$ cat src/sv/pnct_pkg.sv
// pnct_pkg: shared types, codes and helper functions for the palette nearest color table
// no dependencies; used by every file of the block
`default_nettype none

package pnct_pkg;

  localparam int ENTRIES_DEFAULT = 256;
  localparam int COLOR_W         = 24;
  localparam int INDEX_W         = 8;
  localparam int COUNT_W         = 9;
  localparam int SIZE_W          = 4;
  localparam int DIST_W          = 18;

  localparam logic [COUNT_W-1:0] MIN_SIZE_COUNT = COUNT_W'(4);
  localparam logic [SIZE_W-1:0]  MIN_SIZE_LOG2  = SIZE_W'(2);

  typedef enum logic [1:0] {
    OP_APPEND      = 2'd0,
    OP_TRANSPARENT = 2'd1,
    OP_LOOKUP      = 2'd2
  } pnct_op_t;

  typedef struct packed {
    logic [1:0]         operation;
    logic [COLOR_W-1:0] color;
  } pnct_in_t;

  typedef struct packed {
    logic [INDEX_W-1:0] nearest_index;
    logic [COUNT_W-1:0] color_count;
    logic [SIZE_W-1:0]  size_log2;
    logic               dropped;
  } pnct_out_t;

  // item travelling down the cell row
  typedef struct packed {
    logic               valid;
    logic               lookup;
    logic [COLOR_W-1:0] color;
    logic [COUNT_W-1:0] count;
    logic               tvalid;
    logic [INDEX_W-1:0] tslot;
    logic               found;
    logic [DIST_W-1:0]  best_dist;
    logic [INDEX_W-1:0] best_idx;
    logic [SIZE_W-1:0]  size_log2;
    logic               dropped;
  } pnct_tok_t;

  typedef struct packed {
    logic               en;
    logic [INDEX_W-1:0] slot;
    logic [COLOR_W-1:0] color;
  } pnct_wr_t;

  function automatic logic [15:0] chan_sq(logic [7:0] a, logic [7:0] b);
    logic [7:0] d;
    d = (a > b) ? (a - b) : (b - a);
    return 16'(d) * 16'(d);
  endfunction

  function automatic logic [DIST_W-1:0] rgb_dist(logic [COLOR_W-1:0] p, logic [COLOR_W-1:0] q);
    return DIST_W'(chan_sq(p[23:16], q[23:16])) + DIST_W'(chan_sq(p[15:8], q[15:8]))
         + DIST_W'(chan_sq(p[7:0], q[7:0]));
  endfunction

  // 2 below four entries, otherwise ceil(log2(cnt))
  function automatic logic [SIZE_W-1:0] size_log2_f(logic [COUNT_W-1:0] cnt);
    logic [COUNT_W-1:0] m;
    logic [SIZE_W-1:0]  k;
    m = cnt - COUNT_W'(1);
    k = MIN_SIZE_LOG2;
    for (int b = 0; b < COUNT_W; b++) begin
      if (m[b]) k = SIZE_W'(b + 1);
    end
    if (cnt < MIN_SIZE_COUNT) k = MIN_SIZE_LOG2;
    return k;
  endfunction

endpackage

`default_nettype wire

$ cat src/sv/pnct_cell.sv
// pnct_cell: one palette slot; holds its color and updates the passing best match
// depends on pnct_pkg
`default_nettype none

module pnct_cell #(
  parameter int SLOT = 0
) (
  input  wire logic                clk,
  input  wire logic                rst_n,
  input  wire logic                adv,
  input  wire pnct_pkg::pnct_wr_t  wr,
  input  wire pnct_pkg::pnct_tok_t tok_in,
  output pnct_pkg::pnct_tok_t      tok_out
);

  localparam logic [pnct_pkg::COUNT_W-1:0] SLOT_C = pnct_pkg::COUNT_W'(SLOT);
  localparam logic [pnct_pkg::INDEX_W-1:0] SLOT_I = pnct_pkg::INDEX_W'(SLOT);

  logic [pnct_pkg::COLOR_W-1:0] color_r;
  pnct_pkg::pnct_tok_t          tok_r, tok_nxt;
  logic [pnct_pkg::DIST_W-1:0]  cur_dist;
  logic                         eligible;

  always_ff @(posedge clk) begin
    if (wr.en && wr.slot == SLOT_I) begin
      color_r <= wr.color;
    end
  end

  assign cur_dist = pnct_pkg::rgb_dist(color_r, tok_in.color);
  assign eligible = tok_in.lookup && (SLOT_C < tok_in.count)
                  && !(tok_in.tvalid && tok_in.tslot == SLOT_I);

  always_comb begin
    tok_nxt = tok_in;
    if (eligible && (!tok_in.found || cur_dist < tok_in.best_dist)) begin
      tok_nxt.found     = 1'b1;
      tok_nxt.best_dist = cur_dist;
      tok_nxt.best_idx  = SLOT_I;
    end
  end

  always_ff @(posedge clk) begin
    if (!rst_n) begin
      tok_r.valid <= 1'b0;
    end else if (adv) begin
      tok_r.valid <= tok_nxt.valid;
    end
    if (adv) begin
      tok_r.lookup    <= tok_nxt.lookup;
      tok_r.color     <= tok_nxt.color;
      tok_r.count     <= tok_nxt.count;
      tok_r.tvalid    <= tok_nxt.tvalid;
      tok_r.tslot     <= tok_nxt.tslot;
      tok_r.found     <= tok_nxt.found;
      tok_r.best_dist <= tok_nxt.best_dist;
      tok_r.best_idx  <= tok_nxt.best_idx;
      tok_r.size_log2 <= tok_nxt.size_log2;
      tok_r.dropped   <= tok_nxt.dropped;
    end
  end

  assign tok_out = tok_r;

endmodule

`default_nettype wire

$ cat config.mk
export PLATFORM = sky130hd
export DESIGN_NAME = pnct_cell
export DESIGN_NICKNAME = d
export VERILOG_FILES = /design/src/sv/pnct_pkg.sv /design/src/sv/pnct_cell.sv
export SDC_FILE = /design/constraint.sdc
export NUM_CORES = 1
export LEC_CHECK = 0
export ABC_AREA = 1
export BUFFER_PORTS_ARGS = -buffer_cell sky130_fd_sc_hd__buf_2
export CAP_MARGIN = 20
export CORE_MARGIN = 2
export CORE_UTILIZATION = 46
export DETAILED_ROUTE_END_ITERATION = 12
export GPL_TIMING_DRIVEN = 0
export PLACE_DENSITY = 0.65
export SKIP_CTS_REPAIR_TIMING = 1
export SLEW_MARGIN = 15
export SYNTH_ARGS = -nofsm -noshare
export SYNTH_HDL_FRONTEND = slang
export SYNTH_SLANG_ARGS = --single-unit
export TNS_END_PERCENT = 50
$ cat constraint.sdc
create_clock -name clk -period 11.9 [get_ports clk]
set_input_delay 1.19 -clock clk [delete_from_list [all_inputs] [get_ports clk]]
set_output_delay 1.19 -clock clk [all_outputs]
set_load 0.1 [all_outputs]
# Word-level counts from Yosys, hierarchy flattened
# Index checks and enable logic that the tools add are counted.
# word_totals
out_inout_bits,76
register_bits,100
input_bits,112
word_cells,42
# op_classes
n_mul,3
reduce_logical,10
n_lt_le_gt_ge,5
addsub,8
n_mux,4
# ops
op,count
multiplier 8 x 8 -> 16 bit,3
subtractor 8 bit,6
two-way mux 26 bit,1
> comparator 8 bit,3
two-way mux 8 bit,3
adder 17 x 16 -> 18 bit,1
less-than comparator 18 bit,1
adder 16 x 16 -> 17 bit,1
logical NOT 8 bit,2
less-than comparator 1 x 9 -> 1 bit (first input constant),1
logical AND 1 bit,5
logical NOT 1 bit,2
logical OR 1 bit,1

# Depth between registers and ports, before layout
# Gate-level depths: netlist (run 1).
# logic_depth
ltp_word,9
mapped_depth,50
mapped_depth_nobuf,49

# Least setup slack after synthesis (run 1)
# Ideal clock, no wire load.
# synth_timing
path_kind,input -> register
from,input tok_in[50] (netlist name)
to,"register tok_r, in the netlist tok_out[20], data pin"
path_buffers,1
setup_time_ns,0.253
required_time_ns,11.647
arrival_ns,8.431
stages,43
slack_ns,3.216
path_cell_list,ha_1 > inv_1 > fa_1 > nand3_1 > nand2_1 > nand2_1 > nand2_1 > nand2_2 > inv_2 > nand2_1 > nand2_2 > nor2_1 > inv_1 > fa_1 > fa_1 > fa_1 > inv_1 > fa_1 > [7 not listed] > nand2_1 > nand2_1 > nand2_1 > nand2_1 > nand2_1 > nand2_1 > nand2_1 > ha_1 > nand2_1 > nor2_1 > nand2_1 > nor2_1 > o21ai_0 > nand3_1 > nand2_2 > clkbuf_1 > nand3_1 > nand2_1
# synth_rtl
item,line,source
start: declaration,pnct_cell.sv:12,"input wire pnct_pkg::pnct_tok_t tok_in,"
end: declaration,pnct_cell.sv:20,"pnct_pkg::pnct_tok_t tok_r, tok_nxt;"

# Worst setup path in the final report (run 1)
# layout_timing
from,input tok_in[50] (netlist name)
to,"register tok_r, in the netlist tok_out[10], data pin"
# layout_between
elab_chain_cells,7
elab_cells_between_ends,9
cone_classes,3 x add/sub; 1 x mul; 2 x order compare; 1 x mux; 2 x reduce/logical
# layout_lines
item,line,source
subtractor 8 bit or > comparator 8 bit (tied branches),pnct_pkg.sv:58,d = (a > b) ? (a - b) : (b - a);
two-way mux 8 bit *,pnct_pkg.sv:58,
multiplier 8 x 8 -> 16 bit *,pnct_pkg.sv:59,return 16'(d) * 16'(d);
adder 17 x 16 -> 18 bit *,pnct_pkg.sv:64,"+ DIST_W'(chan_sq(p[7:0], q[7:0]));"
less-than comparator 18 bit *,pnct_cell.sv:36,if (eligible && (!tok_in.found || cur_dist < tok_in.best_dist)) begin
logical OR 1 bit *,pnct_cell.sv:36,
logical AND 1 bit *,pnct_cell.sv:36,
# Mark *: on every way between the ends. The rest lies on a longest branch, timed or not.
# A chain may end at the register's enable or synchronous reset.

==> impl_metrics.ini, run 1 <==
[synth]
synth_cell_type_count = 40
yosysTopAreaCell = edfxtp_1
synth_commonest_cells = inv_1, nand2_1, ha_1, fa_1, nor2_1
syn_nets = 1806
yosys-top-cells-area = edfxtp_1, fa_1, ha_1
syn_area_mm2 = 0.0121
syn_avg_cell_area_um2 = 8.52
netlist_instances = 1414
synth-seq-cells = 100
synthArstFlopShare = 0
yosysSeqAreaShare = 0.248
yosysMostFrequentCell = inv_1
synth_ff_type = edfxtp_1
yosysWarnings = 0
synth_edf_count = 99
synth_top_area_frac = 0.247

[cells_and_area]
fin_nets = 2008
final.fill_count = 2479
area_growth_pct = 14.5
layout-drive-gt1-share = 0.168
antenna_cells = 0
multi_input_area_mm2 = 0.00758
regArea_mm2 = 0.00299

[timing]
fmax_mhz = 104
maxSlewViolCount = 0
rsz0062_at_grt = false
hold_viol = 0
setup-violations-final = 0
tightest_slew_ns = 0.754
fin_worst_skew_ns = 0.00855
holdWs_ns = 0.552
setup_ws_ns = 2.32
period_share = 0.805
fin_tns_setup_ns = 0
relSlewSlack = 0.493
min_period_ns = 9.58

[clock_tree]
path_clk_slew_ns = 0.07
cts_root_buffer = clkbuf_16
clockBufferDepth = 2
insertion_delay_ns = 0.36
cts_buffers = 9
clock_sinks = 100
cts_tree = yes
cts-htree-levels = 3

[placement]
place_ws_ns = 1.93
gp_congestion = 0.877
port_buffers = 187
place.detailed.hpwl_um = 20800

[routing]
wirelength_um = 24200
dr.pass1.iters = 5
vias_per_cell = 4.71
drc = 0
drtIter0Drc = 470
vias = 9203
wl_per_cell_um = 12.4
ant_nets = 0

[die]
die-height_um = 166
die_area_mm2 = 0.0275
die_w_um = 166
fp.coreArea_mm2 = 0.0259
num_io_pins = 188
core.rowCount = 59
initial_core_util = 0.465

[grt]
grt_usage = 0.183
grt_start_max_net_pins = 53
first_global_vias = 9125
grt_first_pass_wirelength_um = 41500
grt_antenna_before_repair = 0
overflow = 0

[worst_setup_path]
critPathMaxFanout = 10
slowest_delay_ns = 0.55
cp.required_ns = 11.99
end_kind = register
crit_family = adder cells
crit_top_cell = nand2_1
worst-setup-path-type = in2reg
start_kind = primary input
cp.arrival_ns = 9.67
slowest_stage = fa_1
path_buf_inv = 7

[run_status]
status = complete, no violations

[hold_path]
hp-class = reg2reg

[run]
max_cap_viol_count = 0
[worst paths after layout]
| path | to | startpoint | slack, ns | cells past startpoint |
|---|---|---|---|---|
| max | tok_out[10] | tok_in[50] | 2.32 | 39 |
| min | tok_out[75] | tok_out[75] | 0.55 | 2 |
| max reg2reg | tok_out[10] | color_r[0] | 2.83 | 41 |
| min reg2reg | tok_out[75] | tok_out[75] | 0.55 | 2 |
[sequential cells by signal, summed over array words and instances (netlist names)]
register	cells
tok_out	76
color_r	24
[cells by family (layout without fill, tap and decap cells)]
group,after synthesis,count (layout),share of synthesized area
simple gates,541,541,0.191
buf+inv,387,594,0.123
fa+ha+maj,280,280,0.377
flops,100,100,0.248
compound gates,80,80,0.0417
xor+xnor,26,26,0.0189
[per-stage QoR]
step            util  instances  instance area [um2]
2_1_floorplan      -       1414                12100
3_3_place_gp   0.518       1936                13400
3_5_place_dp   0.519       1940                13500
4_1_cts        0.533       1956                13800
5_1_grt        0.533       1956                13800
6_report       0.533       1956                13800
[metal layers]
layer	wire, um	GRT usage	part of all wire	up-vias
met1	11000	0.238	0.46	4317
met2	11900	0.325	0.49	195
li1	-	-	-	4677
met3	1070	0.0296	0.044	14
met4	228	0.0359	0.0094	0
met5	0	0	0	-
[layout by cell type, fill, tap and decap left out, types with 10 or more instances in the layout]
master / Yosys / layout
nand4_1: 12 / 12
nand2_2: 23 / 23
edfxtp_1: 99 / 99
inv_1: 365 / 365
o21ai_0: 10 / 10
buf_2: 4 / 193
nand2_1: 304 / 304
fa_1: 139 / 139
ha_1: 141 / 141
nor2_1: 114 / 114
nand3_1: 62 / 62
xor2_1: 18 / 18
a21oi_1: 37 / 37
[layout make-up]
cell class / instances / area share
repair buffers: 191 / 0.0711
multi-input cells: 927 / 0.549
clock buffers: 12 / 0.0179
well taps: 335 / 0.0304
flip-flops and latches: 100 / 0.217
inverters: 374 / 0.102
plain buffers: 13 / 0.00553
clock inverters: 4 / 0.00707
[worst reg2reg max path: cells and delay by family, from the launching register on]
family                     cells  cell delay (ns)
adders and majority gates     11             4.85
buffers and inverters          8             0.98
AOI/OAI and AO/OA              4             0.55
and+or+nand+nor               18             2.06
DFF                            1             0.39
Power of run 1 is left out: the tool's default activity adds up to more than one toggle a clock period on the data nets, which glitch-free logic cannot reach.
==> run 2: changes to the inputs <==
ABC_AREA = 0   (was 1)
clock period = 9 ns   (was 11.9 ns; I/O delays follow)
==> impl_metrics.ini, run 2 <==
[synth]
netlist_instances = 1070
synthArstFlopShare = 0
syn_nets = 1462
syn_area_mm2 = 0.0113
yosys-top-cells-area = edfxtp_1, fa_1, ha_1
synth_top_area_frac = 0.264
syn_avg_cell_area_um2 = 10.5
synth_commonest_cells = inv_1, ha_1, fa_1, edfxtp_1, nor2_1
synth_cell_type_count = 63
yosysMostFrequentCell = inv_1
synth-seq-cells = 100
yosysTopAreaCell = edfxtp_1
synth_edf_count = 99
synth_ff_type = edfxtp_1
yosysSeqAreaShare = 0.265
yosysWarnings = 0

[routing]
highest_layer = met4
vias = 8027
drtIter0Drc = 355
drc = 0
route.met3.wl_um = 1060
dr.pass1.iters = 4
wirelength_um = 24000
ant_nets = 0
dr_wl_met2_um = 11700
vias_per_cell = 4.85
wl_per_cell_um = 14.5
m1WireLength_um = 10800

[die]
die_area_mm2 = 0.0258
initial_core_util = 0.466
fp.coreArea_mm2 = 0.0242
num_io_pins = 188
die_w_um = 161
core.rowCount = 57
die-height_um = 161

[worst_setup_path]
rr_endpoint = tok_out[23]
r2r-start = color_r[16]
crit_path_end = tok_out[23]
cp.required_ns = 9.11
r2r_slack_ns = -0.93
end_kind = register
slowest_stage = or4_4
start_kind = primary input
path_depth = 40
crit_top_cell = fa_1
slowest_delay_ns = 0.54
crit_start = tok_in[70]
cp.arrival_ns = 10.15
critPathMaxFanout = 8
ff2ff_path_depth = 40
path_buf_inv = 11
crit_family = adder cells
worst-setup-path-type = in2reg

[clock_tree]
cts_root_buffer = clkbuf_16
cts-htree-levels = 3
insertion_delay_ns = 0.37
cts_buffers = 9
path_clk_slew_ns = 0.08
cts_tree = yes
clockBufferDepth = 2
clock_sinks = 100

[timing]
setup-violations-final = 26
period_share = 1.11
maxSlewViolCount = 0
setup_ws_ns = -1.03
tightest_slew_ns = 0.787
fmax_mhz = 99.7
relSlewSlack = 0.471
min_period_ns = 10.03
rsz0062_at_grt = true
fin_tns_setup_ns = -24.39
holdWs_ns = 0.521
fin_worst_skew_ns = 0.0167
hold_viol = 0

[grt]
first_global_vias = 7999
grt_first_pass_wirelength_um = 38100
grt_antenna_before_repair = 0
grt_start_max_net_pins = 60
grt_usage = 0.185
overflow = 0

[cells_and_area]
finish.instance_area_mm2 = 0.0141
largest_register_ffs = 76
antenna_cells = 0
final_cell_mix = inv_1, buf_2, fa_1, ha_1, edfxtp_1
fin_nets = 1718
regArea_mm2 = 0.00299
layout-drive-gt1-share = 0.310
area_growth_pct = 24.9
multi_input_area_mm2 = 0.00772
final_common_cell = inv_1
final.fill_count = 2102

[placement]
place.detailed.hpwl_um = 19600
gp_congestion = 0.845
port_buffers = 187
detailed_place.area_mm2 = 0.0128
place_ws_ns = -1.93

[run_status]
violations = negative setup slack
status = finished, violations left

[hold_path]
hold_start = tok_out[75]
hp-class = reg2reg

[run]
max_cap_viol_count = 0
==> run 2: area by class of cell <==
cell class | instances | share of cell area
repair buffers | 246 | 0.103
clock inverters | 7 | 0.00640
inverters | 276 | 0.0744
clock buffers | 9 | 0.0160
multi-input cells | 674 | 0.548
well taps | 324 | 0.0288
flip-flops and latches | 100 | 0.213
plain buffers | 19 | 0.0110
==> run 2: stage by stage <==
| stage | util | std cells |
|---|---|---|
| finish | 0.583 | 1655 |
| global route | 0.583 | 1655 |
| CTS | 0.544 | 1601 |
| global placement | 0.529 | 1581 |
| detailed placement | 0.531 | 1585 |
| floorplan | - | 1070 |
==> run 2: layer usage <==
metal,GRT usage,vias to the layer above
met5,0,-
met4,0.0434,0
met3,0.0289,30
met2,0.313,214
met1,0.251,3860
li1,-,3923
==> run 2: kinds of logic (layout without fill, tap and decap cells) <==
| group | count (synthesis) | in the layout | share of synthesized area |
|---|---|---|---|
| AO/OA/AOI/OAI | 134 | 134 | 0.0794 |
| adder cells (fa/ha/maj) | 280 | 280 | 0.403 |
| XOR/XNOR | 37 | 37 | 0.0331 |
| buffers and inverters | 296 | 557 | 0.103 |
| AND/OR/NAND/NOR | 191 | 191 | 0.0821 |
| multiplexers | 32 | 32 | 0.0340 |
| flip-flops | 100 | 100 | 0.265 |
==> run 2: worst min path at each step <==
stage             endpoint  cells past startpoint  slack (ns)
6_report       tok_out[75]                      2        0.52
5_1_grt        tok_out[75]                      2        0.59
4_1_cts        tok_out[75]                      2        0.53
3_5_place_dp   tok_out[75]                      2        0.51
3_3_place_gp   tok_out[75]                      2        0.50
2_1_floorplan  tok_out[75]                      2        0.98
==> run 2: worst min-delay path, cell delays in order (launching register included) <==
cell and delay [ns]:
dfxtp_1 0.33, mux2i_1 0.07, nor2b_1 0.09
Power of run 2 is left out for the same reason.
==> run 3: changes to the inputs <==
CORE_MARGIN = 10   (was 2)
CORE_UTILIZATION = 59   (was 46)
PLACE_DENSITY = 0.89   (was 0.65)
==> impl_metrics.ini, run 3 (same netlist as run 2, synthesis figures left out) <==
[routing]
m1WireLength_um = 10700
wirelength_um = 28500
vias_per_cell = 5.54
dr.pass1.iters = 5
highest_layer = met4
wl_per_cell_um = 18.4
drtIter0Drc = 537
vias = 8544
ant_nets = 0
dr_wl_met2_um = 14500
route.met3.wl_um = 2310
drc = 0

[timing]
holdWs_ns = 0.542
relSlewSlack = 0.538
maxSlewViolCount = 0
fin_worst_skew_ns = 0.0200
fmax_mhz = 99.8
min_period_ns = 10.02
tightest_slew_ns = 0.687
setup-violations-final = 26
rsz0062_at_grt = true
setup_ws_ns = -1.02
hold_viol = 0
fin_tns_setup_ns = -23.04
period_share = 1.11

[grt]
grt_start_max_net_pins = 45
grt_antenna_before_repair = 0
grt_usage = 0.212
overflow = 0
first_global_vias = 9148
grt_first_pass_wirelength_um = 42200

[run]
max_cap_viol_count = 0

[placement]
port_buffers = 187
gp_congestion = 0.917
place.detailed.hpwl_um = 22000

[die]
die-height_um = 158
fp.coreArea_mm2 = 0.0188
num_io_pins = 188
initial_core_util = 0.601
die_w_um = 158
core.rowCount = 50
die_area_mm2 = 0.0250

[clock_tree]
path_clk_slew_ns = 0.08
cts-htree-levels = 3
clockBufferDepth = 2
clock_sinks = 100
insertion_delay_ns = 0.37
cts_tree = yes
cts_root_buffer = clkbuf_16
cts_buffers = 9

[worst_setup_path]
cp.required_ns = 9.11
slowest_delay_ns = 0.55
cp.arrival_ns = 10.13
crit_top_cell = fa_1
start_kind = primary input
worst-setup-path-type = in2reg
end_kind = register
slowest_stage = fa_1
critPathMaxFanout = 10

[cells_and_area]
final.fill_count = 1206
final_cell_mix = inv_1, buf_2, fa_1, ha_1, edfxtp_1
layout-drive-gt1-share = 0.286
fin_nets = 1696
final_common_cell = inv_1
area_growth_pct = 21.2
multi_input_area_mm2 = 0.00763
antenna_cells = 0
regArea_mm2 = 0.00299
largest_register_ffs = 76

[run_status]
violations = negative setup slack
status = finished, violations left

[hold_path]
hp-class = reg2reg
[run 3: cell count changes in the layout (fill, tap and decap cells not counted), moves of 3 or more]
cell / previous run / this run
inv_2: 16 / 11
buf_6: 9 / 4
ha_4: 11 / 8
buf_2: 192 / 195
buf_4: 57 / 36
inv_1: 257 / 263
ha_1: 127 / 131
[run 3: layout make-up]
| type | count | area share |
|---|---|---|
| flip-flops and latches | 100 | 0.219 |
| well taps | 234 | 0.0214 |
| inverters | 276 | 0.0762 |
| clock inverters | 7 | 0.00668 |
| plain buffers | 19 | 0.0104 |
| clock buffers | 9 | 0.0165 |
| repair buffers | 224 | 0.0916 |
| multi-input cells | 674 | 0.558 |
[run 3: stage by stage]
step | utilization | setup WS, ns | instance area, um2 | instances
after floorplan | - | -0.664 | 11400 | 1070
after global placement | 0.675 | -1.62 | 12700 | 1491
after detailed placement | 0.678 | -1.84 | 12700 | 1495
after CTS | 0.695 | -1.51 | 13000 | 1511
after global routing | 0.728 | -1.35 | 13700 | 1543
final | 0.728 | -1.02 | 13700 | 1543
[run 3: worst paths after layout]
check	startpoint	slack [ns]	depth (start not counted)	endpoint
setup / recovery	tok_in[66]	-1.02	39	tok_out[27]
hold / removal	tok_out[75]	0.54	2	tok_out[75]
setup reg to reg	color_r[16]	-0.84	39	tok_out[27]
hold reg to reg	tok_out[75]	0.54	2	tok_out[75]
[run 3: metal layers]
| layer | up-vias | track usage |
|---|---|---|
| met5 | - | 0 |
| met4 | 0 | 0.0803 |
| met3 | 91 | 0.0507 |
| met2 | 401 | 0.381 |
| met1 | 4164 | 0.236 |
| li1 | 3888 | - |
[run 3: worst max-delay path: cells and delay by family]
kind | cells | cell delay (ns)
buf+inv | 9 | 0.94
mux | 2 | 0.51
compound gates | 11 | 1.93
simple gates | 4 | 0.90
xor+xnor | 2 | 0.36
fa+ha+maj | 11 | 4.58
Power of run 3 is left out for the same reason.
