[config.mk]
export PLATFORM = sky130hd
export DESIGN_NAME = pnct_front
export DESIGN_NICKNAME = d
export VERILOG_FILES = /design/src/sv/pnct_pkg.sv /design/src/sv/pnct_front.sv
export SDC_FILE = /design/constraint.sdc
export NUM_CORES = 1
export LEC_CHECK = 0
export CORE_ASPECT_RATIO = 1.75
export CORE_MARGIN = 4
export CORE_UTILIZATION = 42
export DETAILED_ROUTE_END_ITERATION = 12
export DONT_BUFFER_PORTS = 1
export GPL_ROUTABILITY_DRIVEN = 0
export GPL_TIMING_DRIVEN = 0
export SETUP_SLACK_MARGIN = 0.4
export SYNTH_ARGS = -nofsm -noshare
export SYNTH_HDL_FRONTEND = slang
export SYNTH_SLANG_ARGS = --single-unit
[constraint.sdc]
create_clock -name clk -period 3.1 [get_ports clk]
set_input_delay 0.62 -clock clk [delete_from_list [all_inputs] [get_ports clk]]
set_output_delay 0.62 -clock clk [all_outputs]
set_load 0.02 [all_outputs]
[src/sv/pnct_pkg.sv]
// pnct_pkg: shared types, codes and helper functions for the palette nearest color table
// no dependencies; used by every file of the block
`default_nettype none

package pnct_pkg;

  localparam int ENTRIES_DEFAULT = 256;
  localparam int COLOR_W         = 24;
  localparam int INDEX_W         = 8;
  localparam int COUNT_W         = 9;
  localparam int SIZE_W          = 4;
  localparam int DIST_W          = 18;

  localparam logic [COUNT_W-1:0] MIN_SIZE_COUNT = COUNT_W'(4);
  localparam logic [SIZE_W-1:0]  MIN_SIZE_LOG2  = SIZE_W'(2);

  typedef enum logic [1:0] {
    OP_APPEND      = 2'd0,
    OP_TRANSPARENT = 2'd1,
    OP_LOOKUP      = 2'd2
  } pnct_op_t;

  typedef struct packed {
    logic [1:0]         operation;
    logic [COLOR_W-1:0] color;
  } pnct_in_t;

  typedef struct packed {
    logic [INDEX_W-1:0] nearest_index;
    logic [COUNT_W-1:0] color_count;
    logic [SIZE_W-1:0]  size_log2;
    logic               dropped;
  } pnct_out_t;

  // item travelling down the cell row
  typedef struct packed {
    logic               valid;
    logic               lookup;
    logic [COLOR_W-1:0] color;
    logic [COUNT_W-1:0] count;
    logic               tvalid;
    logic [INDEX_W-1:0] tslot;
    logic               found;
    logic [DIST_W-1:0]  best_dist;
    logic [INDEX_W-1:0] best_idx;
    logic [SIZE_W-1:0]  size_log2;
    logic               dropped;
  } pnct_tok_t;

  typedef struct packed {
    logic               en;
    logic [INDEX_W-1:0] slot;
    logic [COLOR_W-1:0] color;
  } pnct_wr_t;

  function automatic logic [15:0] chan_sq(logic [7:0] a, logic [7:0] b);
    logic [7:0] d;
    d = (a > b) ? (a - b) : (b - a);
    return 16'(d) * 16'(d);
  endfunction

  function automatic logic [DIST_W-1:0] rgb_dist(logic [COLOR_W-1:0] p, logic [COLOR_W-1:0] q);
    return DIST_W'(chan_sq(p[23:16], q[23:16])) + DIST_W'(chan_sq(p[15:8], q[15:8]))
         + DIST_W'(chan_sq(p[7:0], q[7:0]));
  endfunction

  // 2 below four entries, otherwise ceil(log2(cnt))
  function automatic logic [SIZE_W-1:0] size_log2_f(logic [COUNT_W-1:0] cnt);
    logic [COUNT_W-1:0] m;
    logic [SIZE_W-1:0]  k;
    m = cnt - COUNT_W'(1);
    k = MIN_SIZE_LOG2;
    for (int b = 0; b < COUNT_W; b++) begin
      if (m[b]) k = SIZE_W'(b + 1);
    end
    if (cnt < MIN_SIZE_COUNT) k = MIN_SIZE_LOG2;
    return k;
  endfunction

endpackage

`default_nettype wire

[src/sv/pnct_front.sv]
// pnct_front: entry stage, keeps entry count and transparent slot, issues cell writes
// depends on pnct_pkg
`default_nettype none

module pnct_front #(
  parameter int ENTRIES = pnct_pkg::ENTRIES_DEFAULT
) (
  input  wire logic               clk,
  input  wire logic               rst_n,
  input  wire logic               adv,
  input  wire logic               accept,
  input  wire pnct_pkg::pnct_in_t in_data,
  output pnct_pkg::pnct_wr_t      wr,
  output pnct_pkg::pnct_tok_t     tok_out
);

  localparam logic [pnct_pkg::COUNT_W-1:0] FULL = pnct_pkg::COUNT_W'(ENTRIES);

  logic [pnct_pkg::COUNT_W-1:0] count_r, count_nxt;
  logic                         tvalid_r, tvalid_nxt;
  logic [pnct_pkg::INDEX_W-1:0] tslot_r, tslot_nxt;
  pnct_pkg::pnct_tok_t          tok_r, tok_nxt;
  logic                         has_room;
  logic                         dropped;

  assign has_room = (count_r < FULL);

  always_comb begin
    count_nxt  = count_r;
    tvalid_nxt = tvalid_r;
    tslot_nxt  = tslot_r;
    dropped    = 1'b0;
    wr.en      = 1'b0;
    wr.slot    = count_r[pnct_pkg::INDEX_W-1:0];
    wr.color   = in_data.color;
    if (accept) begin
      case (in_data.operation)
        pnct_pkg::OP_APPEND: begin
          if (has_room) begin
            wr.en     = 1'b1;
            count_nxt = count_r + pnct_pkg::COUNT_W'(1);
          end else begin
            dropped = 1'b1;
          end
        end
        pnct_pkg::OP_TRANSPARENT: begin
          if (!tvalid_r) begin
            if (has_room) begin
              wr.en      = 1'b1;
              wr.color   = '0;
              count_nxt  = count_r + pnct_pkg::COUNT_W'(1);
              tvalid_nxt = 1'b1;
              tslot_nxt  = count_r[pnct_pkg::INDEX_W-1:0];
            end else begin
              dropped = 1'b1;
            end
          end
        end
        default: begin
        end
      endcase
    end
  end

  always_comb begin
    tok_nxt = tok_r;
    if (adv) begin
      tok_nxt.valid     = accept;
      tok_nxt.lookup    = (in_data.operation == pnct_pkg::OP_LOOKUP);
      tok_nxt.color     = in_data.color;
      tok_nxt.count     = count_nxt;
      tok_nxt.tvalid    = tvalid_nxt;
      tok_nxt.tslot     = tslot_nxt;
      tok_nxt.found     = 1'b0;
      tok_nxt.best_dist = '0;
      tok_nxt.best_idx  = '0;
      tok_nxt.size_log2 = pnct_pkg::size_log2_f(count_nxt);
      tok_nxt.dropped   = dropped;
    end
  end

  always_ff @(posedge clk) begin
    if (!rst_n) begin
      count_r     <= '0;
      tvalid_r    <= 1'b0;
      tslot_r     <= '0;
      tok_r.valid <= 1'b0;
    end else begin
      count_r     <= count_nxt;
      tvalid_r    <= tvalid_nxt;
      tslot_r     <= tslot_nxt;
      tok_r.valid <= tok_nxt.valid;
    end
    tok_r.lookup    <= tok_nxt.lookup;
    tok_r.color     <= tok_nxt.color;
    tok_r.count     <= tok_nxt.count;
    tok_r.tvalid    <= tok_nxt.tvalid;
    tok_r.tslot     <= tok_nxt.tslot;
    tok_r.found     <= tok_nxt.found;
    tok_r.best_dist <= tok_nxt.best_dist;
    tok_r.best_idx  <= tok_nxt.best_idx;
    tok_r.size_log2 <= tok_nxt.size_log2;
    tok_r.dropped   <= tok_nxt.dropped;
  end

  assign tok_out = tok_r;

endmodule

`default_nettype wire

; ---- Word level (Yosys, flattened, before mapping)
; Index checks and enable logic that the tools add are counted.
[op_classes]
n_eq_ne = 2
addsub = 2
n_div = 0
n_lt_le_gt_ge = 2
mux = 31
bitwise_logic = 0
n_shift = 0
reduce_logical = 2
mul = 0
[ops]
columns = cell, count
row1 = 2-to-1 mux 24 bit, 4
row2 = 2-to-1 mux 4 bit, 8
row3 = 2-to-1 mux 8 bit, 4
row4 = 2-to-1 mux 9 bit, 3
row5 = case mux 9 bit (2 select lines), 1
row6 = adder 9 x 1 -> 9 bit (second input constant), 1
row7 = less-than comparator 9 x 3 -> 1 bit (second input constant), 1
row8 = less-than comparator 9 bit (second input constant), 1
row9 = subtractor 9 x 1 -> 9 bit (second input constant), 1
row10 = 2-to-1 mux 1 bit, 8
row11 = case mux 1 bit (2 select lines), 2
row12 = OR reduction 3 bit, 1
row13 = equality test 2 x 1 -> 1 bit (second input constant), 1
row14 = equality test 2 bit (second input constant), 1
row15 = logical NOT 2 bit, 1
row16 = 2-to-1 mux 2 bit, 1
[word_totals]
memories = 0
regBits = 67
input_bits = 30
romBits = 0
latch_bits = 0
mem_bits_rw = 0
wordCells = 51

; ---- Longest topological paths before layout
; Gate-level depths: netlist (run 1).
[depth]
ltp_word = 15
ltp_mapped = 9
mapped_depth_nobuf = 8

; ---- Least setup slack after synthesis (run 1)
; Ideal clock, no wire load.
[synth_timing]
kind = input port to flip-flop
startpoint = input port in_data[25] (netlist bit)
endpoint = register tok_r (netlist bit tok_out[3]), data pin
slack_ns = 0.372
stages = 8
required_ns = 2.845
setup_time_ns = 0.255
n_path_buf = 1
t_arrival_ns = 2.473
path_cell_list = or3b_1 -> buf_6 -> nor4_2 -> xnor2_1 -> inv_2 -> nor4b_2 -> mux2i_1 -> and3b_1
[synth_via]
elab_cells_between_ends = 12
cone_classes = add/sub (1) / order compare (1) / eq/ne (1) / mux (7) / reduce/logical (2)
[synth_lines]
columns = element, line
row1 = from (decl), pnct_front.sv:12  ; input wire pnct_pkg::pnct_in_t in_data,
row2 = equality test 2 x 1 -> 1 bit / logical NOT 2 bit (equally long branches), pnct_front.sv:37  ; case (in_data.operation)
row3 = case mux 9 bit (2 select lines) *, pnct_front.sv:37
row4 = 2-to-1 mux 9 bit *, pnct_front.sv:36  ; if (accept) begin
row5 = named net count_nxt (one bit), pnct_front.sv:19  ; logic [pnct_pkg::COUNT_W-1:0] count_r, count_nxt;
row6 = subtractor 9 x 1 -> 9 bit, pnct_pkg.sv:71  ; m = cnt - COUNT_W'(1);
row7 = 2-to-1 mux 4 bit (2 in series), pnct_pkg.sv:74  ; if (m[b]) k = SIZE_W'(b + 1);
row8 = to (decl), pnct_front.sv:22  ; pnct_pkg::pnct_tok_t tok_r, tok_nxt;
; The timed path passes the listed nets; every way through them passes the cells marked *.
; A chain may end at the register's enable or synchronous reset.

; ---- Worst setup path after layout (run 1)
[layout_timing]
startpoint = register count_r[8] (netlist bit)
endpoint = register tok_r (netlist bit tok_out[3]), data pin
[layout_via]
elab_chain_cells = 11
elab_cells_between_ends = 14
cone_classes = add/sub (2) / order compare (2) / mux (9) / reduce/logical (1)
[layout_lines]
columns = element, line
row1 = from (decl), pnct_front.sv:19
row2 = from (signal assigned), pnct_front.sv:89  ; count_r <= count_nxt;
row3 = less-than comparator 9 bit, pnct_front.sv:26  ; assign has_room = (count_r < FULL);
row4 = 2-to-1 mux 9 bit, "pnct_front.sv:39, pnct_front.sv:48"
row5 = 2-to-1 mux 9 bit, pnct_front.sv:47  ; if (!tvalid_r) begin
row6 = case mux 9 bit (2 select lines), pnct_front.sv:37
row7 = 2-to-1 mux 9 bit *, pnct_front.sv:36
row8 = subtractor 9 x 1 -> 9 bit, pnct_pkg.sv:71
row9 = 2-to-1 mux 4 bit (5 in series), pnct_pkg.sv:74
; Every way passes the cells marked *; elsewhere a longest branch is shown, timed or not.

==> results of run 1 <==
[report_power, final]
| part | leakage [nW] | internal [mW] | switching, mW |
|---|---|---|---|
| clock | 0.127 | 0.561 | 0.330 |
| sequential | 0.630 | 1.01 | 0.0696 |
| combinational | 0.787 | 0.0683 | 0.113 |
[cell families after synthesis]
kind of cell    Yosys count
simple gates             92
flops                    67
buf+inv                  53
compound gates           21
mux                      11
xor+xnor                  7
fa+ha+maj                 1
other cells               1
[synth_stat cells, drive strengths merged (4+ instances only)]
| library cell | n | share of area, % |
|---|---|---|
| nand3 | 8 | 1.3 |
| edfxtp | 48 | 46 |
| o21ai | 4 | 0.64 |
| nor2 | 4 | 0.48 |
| nand2 | 4 | 0.48 |
| buf | 38 | 9.0 |
| nor2b | 28 | 5.6 |
| clkbuf | 6 | 0.72 |
| dfxtp | 19 | 12 |
| and2 | 21 | 4.2 |
| mux2 | 8 | 2.9 |
| inv | 9 | 1.1 |
| xnor2 | 5 | 1.4 |
[flip-flops by register name (all words and copies together) (netlist names)]
name / count
tslot_r: 8
tvalid_r: 1
count_r: 9
tok_out: 49
[layout make-up]
type,count,area (sq um),share of cell area (%)
buffer,44,315.3,8.592
clock buffer,14,254.0,6.921
clock inverter,2,12.51,0.3409
inverter,9,33.78,0.9206
multi-input combinational,159,1116,30.41
sequential,67,1823,49.68
tap,86,107.6,2.932
timing repair buffer,1,7.507,0.2046
[layer usage]
metal | vias up | share of wire (%)
met5 | - | 0
met3 | 16 | 11
met4 | 0 | 3.2
li1 | 915 | -
met2 | 116 | 52
met1 | 851 | 34
[per-stage QoR]
step / setup TNS (ns) / hold slack (ns) / setup slack (ns) / cells
after floorplan: 0 / 0.5209 / 0.4039 / 279
after global placement: -1.230 / 0.5296 / -0.07566 / 365
after CTS: 0 / 0.3770 / 0.4230 / 382
final: 0 / 0.3916 / 0.5483 / 382
after global routing: 0 / 0.3711 / 0.4201 / 382
after detailed placement: -1.537 / 0.5336 / -0.09715 / 365
[what timing repair did]
action | CTS | global route
endpoints found under the setup margin | 28 | 6
setup buffers | 1 | 0
pin swaps | 1 | 1
resized for setup | 7 | 6
gates cloned | 0 | 0
[path summary, 6_finish.rpt]
check,slack [ns],cells after the start,end
worst min-delay path,0.39,0,tok_out[73]$_DFFE_PP_
worst max-delay path,0.55,7,tok_out[3]$_SDFFCE_PP0P_
worst min register to register,0.55,1,tok_out[38]$_DFFE_PP_
worst max register to register,0.55,7,tok_out[3]$_SDFFCE_PP0P_
==> metrics.csv, run 1 <==
metric;value;unit
layout_common_cells;edfxtp_1 (48), buf_4 (36), nor2b_1 (28);
crit_slowest_cell;or3b_1;
antenna_cells;0;
start_kind;flop;
crit_path_start;count_r[8]$_SDFF_PN0_;
synth_top_family_by_area;simple AND/OR/NAND/NOR gates;
holdBufCountCts;0;
min_period;2.552;ns
grt_usage;14.92;%
clock-sinks;67;
syn_area;0.003143;sq mm
rows;41;
crit_path_end_kind;flop;
leakage;1.544;nW
syn_to_final_growth;16.76;%
synth.area.mux_share;3.822;%
yosysUniqueCellTypes;54;
fin_area;0.003670;sq mm
initial_core_util;43.45;%
fmax;391.9;MHz
num_vias;1898;
ys_seq_elements;67;
worst-path-buf-inv;1;
drcViolationCount;0;
critPathMaxStageDelay;0.39;ns
ant_nets;0;
cp.required;3.18;ns
synthXorXnorAreaFrac;2.189;%
p_per_area;586.8;mW/mm^2
die_area;0.008986;sq mm
synth-edff-count;48;
hp-start;in_data[23];
ys.flop_type;edfxtp_1;
htree_num_levels;3;
hpwl;4975;microns
finalSetupViolations;0;
busiest_layer;met2;
arrival;2.63;ns
path_max_fanout;8;
cts_tree;done;
final_common_cell;edfxtp_1;
rr_startpoint;count_r[8]$_SDFF_PN0_;
path_cells;or3b_1, buf_6, nor3_4, mux2i_2, nor4b_4, mux2i_1, and3b_1;
fin_worst_skew;0.003747;ns
path_class;reg2reg;
holdCritPathClass;in2reg;
grt_max_degree;50;
synth_compound_area_share;5.056;%
power.total;2.153;mW
drive_above_1_share;26.69;%
portBuffers;0;
period_share;82.31;%
fin_nets;322;
drtIter0Drc;87;
yosys.area_share.adder;0.3981;%
firstDrtPassIters;4;
synthSimpleGateAreaFrac;19.63;%
numCtsBuffers;9;
grt_pass1_wl;9784;microns
use_met1;14.97;%
maxSlewViolCount;0;
grt_antenna_before_repair;0;
viasPerCell;4.969;
met2_usage;24.83;%
placed_area;0.003357;sq mm
synthCells;253;
io_pins;139;
yosysSeqAreaShare;57.96;%
ir_worst_vdd;0.2686;mV
cts_root_buf;clkbuf_16;
clock_latency;0.32;ns
cts_buffer_depth;2;
clk_pin_slew_worst_paths;0.05;ns
hold_viol;0;
utilization;50.74;%
wl_per_cell;17.04;microns
yosysWarnings;0;
drv_cap;0;
syn_avg_cell_area;12.42;sq um
die_h;122.4;microns
rsz0062_at_grt;false;
wirelength;6511;microns
status;finished clean;
grt_pass1_vias;1892;
core_area;0.007233;sq mm
grt_overflow;0;
async_flop_share;0;%
use_met3;6.148;%
crit_family;simple AND/OR/NAND/NOR gates;
die_w;73.39;microns
fillCellCount;616;
(Power assumes the default switching activity.)
==> run 2: changes to the inputs <==
==> constraint.sdc (replaced) <==
create_clock -name clk -period 2.2 [get_ports clk]
set_input_delay 0.44 -clock clk [delete_from_list [all_inputs] [get_ports clk]]
set_output_delay 0.44 -clock clk [all_outputs]
set_load 0.02 [all_outputs]
==> run 2 against run 1 <==
Core utilization grew 9.2 points. Non-clock buffer count increased by 29. Total power up 50%. Critical path depth rose by 3. Global-route usage is 1.4 points higher. Flip-flop and latch count unchanged. Via count up 8.3%. The flow now finishes with violations (setup timing).
==> metrics.csv, run 2 (same netlist as run 1, synthesis figures left out) <==
metric;value;unit;change
fmax;415.5;MHz;
drcViolationCount;0;;unchanged
layout_setup_ws;-0.2070;ns;-0.7553 ns
pre_cts_ws;-0.6345;ns;-0.5374 ns
clock-sinks;67;;unchanged
min_period;2.407;ns;
period_share;109.4;%;
htree_num_levels;3;;unchanged
die_area;0.008986;sq mm;unchanged
fin_nets;351;;+9.0%
syn_to_final_growth;37.90;%;
initial_core_util;43.45;%;unchanged
fin_tns_setup;-5.386;ns;-5.386 ns
wl_met2;3984;microns;+19%
layout_common_cells;buf_4 (50), edfxtp_1 (48), conb_1 (27);;
antenna_cells;0;;unchanged
r2r_slack;-0.18;ns;-0.73 ns
holdBufCountCts;0;;unchanged
p_per_area;743.7;mW/mm^2;+27%
switchingPower;766.9;uW;+49%
hpwl;5014;microns;+0.78%
clk_pin_slew_worst_paths;0.05;ns;about the same
power.total;3.223;mW;+50%
largest_register_ffs;49;;unchanged
wl_per_cell;17.86;microns;+4.8%
num_vias;2055;;+8.3%
holdCritPathClass;in2reg;;
drv_cap;0;;unchanged
clock_latency;0.32;ns;about the same
met1_length;2495;microns;+11%
viasPerCell;5.000;;+0.63%
crit_path_end_kind;primary output;;
grt_pass1_vias;2063;;+9.0%
drtIter0Drc;103;;+18%
place_inst;365;;unchanged
start_kind;flop;;
drive_above_1_share;46.15;%;+19 points
fin_area;0.004334;sq mm;+18%
numCtsBuffers;9;;unchanged
rr_endpoint;tok_out[3]$_SDFFCE_PP0P_;;
hold_depth;0;;unchanged
core_area;0.007233;sq mm;unchanged
fin_cells;411;;+7.6%
portBuffers;0;;unchanged
swShare;23.79;%;-0.036 points
clkPwrFrac;42.0;%;+0.6 points
fin_worst_skew;0.005831;ns;+0.002083 ns
cts_buffer_depth;2;;unchanged
crit_slowest_cell;dfxtp_4;;
hold_viol;0;;unchanged
placed_area;0.003392;sq mm;+1.0%
fillCellCount;571;;-7.3%
ant_nets;0;;unchanged
cp.required;1.76;ns;-1.42 ns
grt_antenna_before_repair;0;;unchanged
path_cells;buf_4, buf_6, nor3b_4, buf_4, buf_6, nand2_4, nor2_4, buf_8, clkbuf_16, nor2b_2;;
ir_worst_vdd;0.4023;mV;+50%
firstDrtPassIters;4;;unchanged
rows;41;;unchanged
rsz0062_at_grt;true;;
hp-start;in_data[23];;
fin_hold_ws;0.2101;ns;-0.1815 ns
grt_pass1_wl;10780;microns;+10%
final_common_cell;buf_4;;
p_int;2.457;mW;+50%
maxSlewViolCount;0;;unchanged
utilization;59.92;%;+9.2 points
cts_root_buf;clkbuf_16;;
path_class;reg2out;;
critPathMaxStageDelay;0.34;ns;-0.05 ns
grt_overflow;0;;unchanged
seqPwrFrac;47.1;%;-3.1 points
wirelength;7342;microns;+13%
grt_usage;16.33;%;+1.4 points
die_h;122.4;microns;unchanged
io_pins;139;;unchanged
comb_power_share;10.9;%;+2.5 points
die_w;73.39;microns;unchanged
finalSetupViolations;34;;+34
top_layer;met4;;
status;complete, but fails checks;;
cts_tree;done;;
hold-path-endpoint;tok_out[73]$_DFFE_PP_;;
failed_checks;setup timing;;
met3_length;669;microns;-4.6%
reg2reg_depth;9;;+2
leakage;1.878;nW;+22%
rr_startpoint;count_r[8]$_SDFF_PN0_;;
path_max_fanout;7;;-1
arrival;1.97;ns;-0.66 ns
grt_max_degree;50;;unchanged
[run 2: cell type report]
| class | count | area (sq um) | area share [%] |
|---|---|---|---|
| Sequential cell | 67 | 1832 | 42.26 |
| Clock buffer | 11 | 232.7 | 5.370 |
| Tap cell | 86 | 107.6 | 2.483 |
| Multi-Input combinational cell | 159 | 1395 | 32.19 |
| Buffer | 44 | 374.1 | 8.632 |
| Timing Repair Buffer | 30 | 302.8 | 6.986 |
| Inverter | 9 | 36.28 | 0.8372 |
| Clock inverter | 5 | 53.80 | 1.241 |
[run 2: power by group through the flow]
stage	registers [mW]	clock network [mW]	logic [mW]
finish	1.52	1.35	0.352
global route	1.53	1.44	0.374
CTS	1.52	1.38	0.327
detailed placement	1.55	0	0.252
global placement	1.55	0	0.251
floorplan	1.54	0	0.229
[run 2: worst max path at each step]
stage | cells after the start | start | slack, ns | to
floorplan | 7 | in_data[25] | -0.16 | tok_out[3]$_SDFFCE_PP0P_
global placement | 6 | accept | -0.59 | wr[4]
detailed placement | 6 | accept | -0.63 | wr[14]
CTS | 7 | count_r[8]$_SDFF_PN0_ | -0.24 | tok_out[3]$_SDFFCE_PP0P_
global route | 10 | count_r[8]$_SDFF_PN0_ | -0.31 | wr[14]
finish | 10 | count_r[8]$_SDFF_PN0_ | -0.21 | wr[14]
[run 2: metal layers]
metal	GRT usage, %	up-vias
met4	8.957	0
li1	-	975
met1	15.53	959
met2	29.32	107
met5	0	-
met3	6.066	14
[run 2: worst max-delay path, delay by kind of cell, from the launching register on]
kind,cells,cell delay (ns)
DFF,1,0.34
and+or+nand+nor,4,0.49
buffers and inverters,6,0.80
[run 2: timing repair]
item | CTS | global route
setup endpoints to repair | 55 | 51
gates resized for setup | 97 | 18
pin swaps | 8 | 6
gates cloned | 2 | 1
hold endpoints to repair | 0 | 0
setup buffers | 18 | 9
==> run 3: changes to the inputs <==
--- a/config.mk
+++ b/config.mk
@@ -13,6 +13,7 @@
 export GPL_ROUTABILITY_DRIVEN = 0
 export GPL_TIMING_DRIVEN = 0
 export SETUP_SLACK_MARGIN = 0.4
+export SKIP_LAST_GASP = 1
 export SYNTH_ARGS = -nofsm -noshare
 export SYNTH_HDL_FRONTEND = slang
 export SYNTH_SLANG_ARGS = --single-unit
==> run 3 against run 2 <==
The run still ends with setup timing left. Sequential share of layout area hardly changed. Via count shrank 0.39%. Count of clock-buffer cells in the layout unchanged. Hold slack hardly changed. Critical endpoint is now tok_out[3]$_SDFFCE_PP0P_. Largest cell class unchanged. Largest power group unchanged.
==> metrics.csv, run 3 (same netlist as run 1, synthesis figures left out) <==
metric;value;unit;change
cts_buffer_depth;2;;unchanged
initial_core_util;43.45;%;unchanged
final_common_cell;edfxtp_1;;
largest_register_ffs;49;;unchanged
syn_to_final_growth;37.74;%;
status;complete, but fails checks;;
grt_usage;16.28;%;-0.051 points
viasPerCell;4.981;;-0.39%
core_area;0.007233;sq mm;unchanged
firstDrtPassIters;4;;unchanged
min_period;2.385;ns;-0.02171 ns
cts_tree;done;;
ir_worst_vdd;0.4206;mV;+4.6%
portBuffers;0;;unchanged
cts_root_buf;clkbuf_16;;
start_kind;flop;;
drtIter0Drc;104;;+0.97%
layout_common_cells;edfxtp_1 (48), buf_4 (47), conb_1 (27);;
failed_checks;setup timing;;
antenna_cells;0;;unchanged
period_share;108.4;%;-0.99 points
fmax;419.2;MHz;+0.91%
arrival;2.46;ns;+0.49 ns
grt_max_degree;50;;unchanged
fin_worst_skew;0.004601;ns;-0.001229 ns
fin_nets;351;;unchanged
power.total;3.219;mW;-0.14%
fin_tns_setup;-3.350;ns;+2.036 ns
rows;41;;unchanged
leakage;1.882;nW;+0.21%
rsz0062_at_grt;true;;
hpwl;5014;microns;unchanged
grt_pass1_vias;2052;;-0.53%
io_pins;139;;unchanged
wl_per_cell;17.83;microns;-0.19%
holdBufCountCts;0;;unchanged
clock_latency;0.32;ns;about the same
p_per_area;743.6;mW/mm^2;about the same
path_class;reg2reg;;
die_w;73.39;microns;unchanged
grt_overflow;0;;unchanged
holdCritPathClass;in2reg;;
place_inst;365;;unchanged
ant_nets;0;;unchanged
num_vias;2047;;-0.39%
htree_num_levels;3;;unchanged
drive_above_1_share;45.23;%;-0.92 points
maxSlewViolCount;0;;unchanged
die_h;122.4;microns;unchanged
finalSetupViolations;34;;unchanged
fin_cells;411;;unchanged
die_area;0.008986;sq mm;unchanged
layout_setup_ws;-0.1853;ns;+0.02171 ns
hold_viol;0;;unchanged
path_max_fanout;5;;-2
clock-sinks;67;;unchanged
drcViolationCount;0;;unchanged
crit_path_end_kind;flop;;
grt_pass1_wl;10740;microns;-0.38%
r2r_slack;-0.19;ns;about the same
wirelength;7328;microns;-0.19%
grt_antenna_before_repair;0;;unchanged
drv_cap;0;;unchanged
numCtsBuffers;9;;unchanged
clk_pin_slew_worst_paths;0.05;ns;about the same
cp.required;2.28;ns;+0.52 ns
[run 3: cell count changes in the layout (fill, tap and decap cells not counted)]
| cell | previous run | this run |
|---|---|---|
| and2_1 | 18 | 19 |
| nor2b_4 | 21 | 23 |
| or4_1 | 1 | 2 |
| buf_6 | 12 | 16 |
| nor2b_2 | 3 | 0 |
| or4_4 | 1 | 0 |
| clkbuf_2 | 0 | 1 |
| mux2_4 | 8 | 5 |
| and2_4 | 3 | 2 |
| buf_8 | 2 | 1 |
| clkbuf_4 | 3 | 2 |
| buf_4 | 50 | 47 |
| mux2_2 | 0 | 3 |
| nor2b_1 | 4 | 5 |
[run 3: per-layer routing]
layer | wire [microns] | share of wire, % | global-route usage (%) | up-vias
li1 | - | - | - | 972
met1 | 2473 | 34 | 15.47 | 944
met2 | 3963 | 54 | 29.20 | 113
met3 | 689 | 9.4 | 6.066 | 18
met4 | 202 | 2.8 | 8.957 | 0
met5 | 0 | 0 | 0 | -
[run 3: critical path, cell delays in order (launching register included)]
cell and delay (ns):
dfxtp_4 0.34, or3b_4 0.36, buf_6 0.15, nor3_4 0.18
buf_4 0.16, xnor2_1 0.15, inv_2 0.10, xnor2_1 0.13
or4_1 0.38, and3b_1 0.18
[run 3: cell type report]
type                       instances  area (sq um)
buffer                            44         367.9
timing repair buffer              30         314.1
multi-input combinational        159          1385
fill                             572          2904
sequential                        67          1832
inverter                           9         36.28
clock inverter                     5         53.80
tap                               86         107.6
clock buffer                      11         232.7
[run 3: final timing paths]
kind | depth (start not counted) | endpoint | startpoint
worst max-delay path | 9 | tok_out[3]$_SDFFCE_PP0P_ | count_r[8]$_SDFF_PN0_
worst min register to register | 1 | tok_out[37]$_DFFE_PP_ | tslot_r[5]$_SDFF_PN0_
worst max register to register | 9 | tok_out[3]$_SDFFCE_PP0P_ | count_r[8]$_SDFF_PN0_
worst min-delay path | 0 | tok_out[60]$_DFFE_PP_ | in_data[10]
[run 3: where the power goes]
group          leakage (nW)  internal, mW  switching [mW]
combinational          1.12         0.166           0.187
clock                 0.135         0.870           0.478
sequential            0.633          1.42          0.0974
total                  1.88          2.46           0.762
[run 3: timing repair]
action	CTS	global route
endpoints found under the setup margin	55	51
buffers inserted	18	9
cloned	2	1
resized for setup	91	20
pin swaps	8	2
[run 3: metrics by stage]
stage / setup WS, ns / util, % / hold WS, ns / cell area, sq um
6_report: -0.1853 / 59.85 / 0.2101 / 4329
3_5_place_dp: -0.6345 / 46.89 / 0.5386 / 3392
2_1_floorplan: -0.1558 / - / 0.5209 / 3284
4_1_cts: -0.2357 / 57.79 / 0.1973 / 4180
5_1_grt: -0.3058 / 59.85 / 0.1869 / 4329
3_3_place_gp: -0.5931 / 46.89 / 0.5284 / 3392
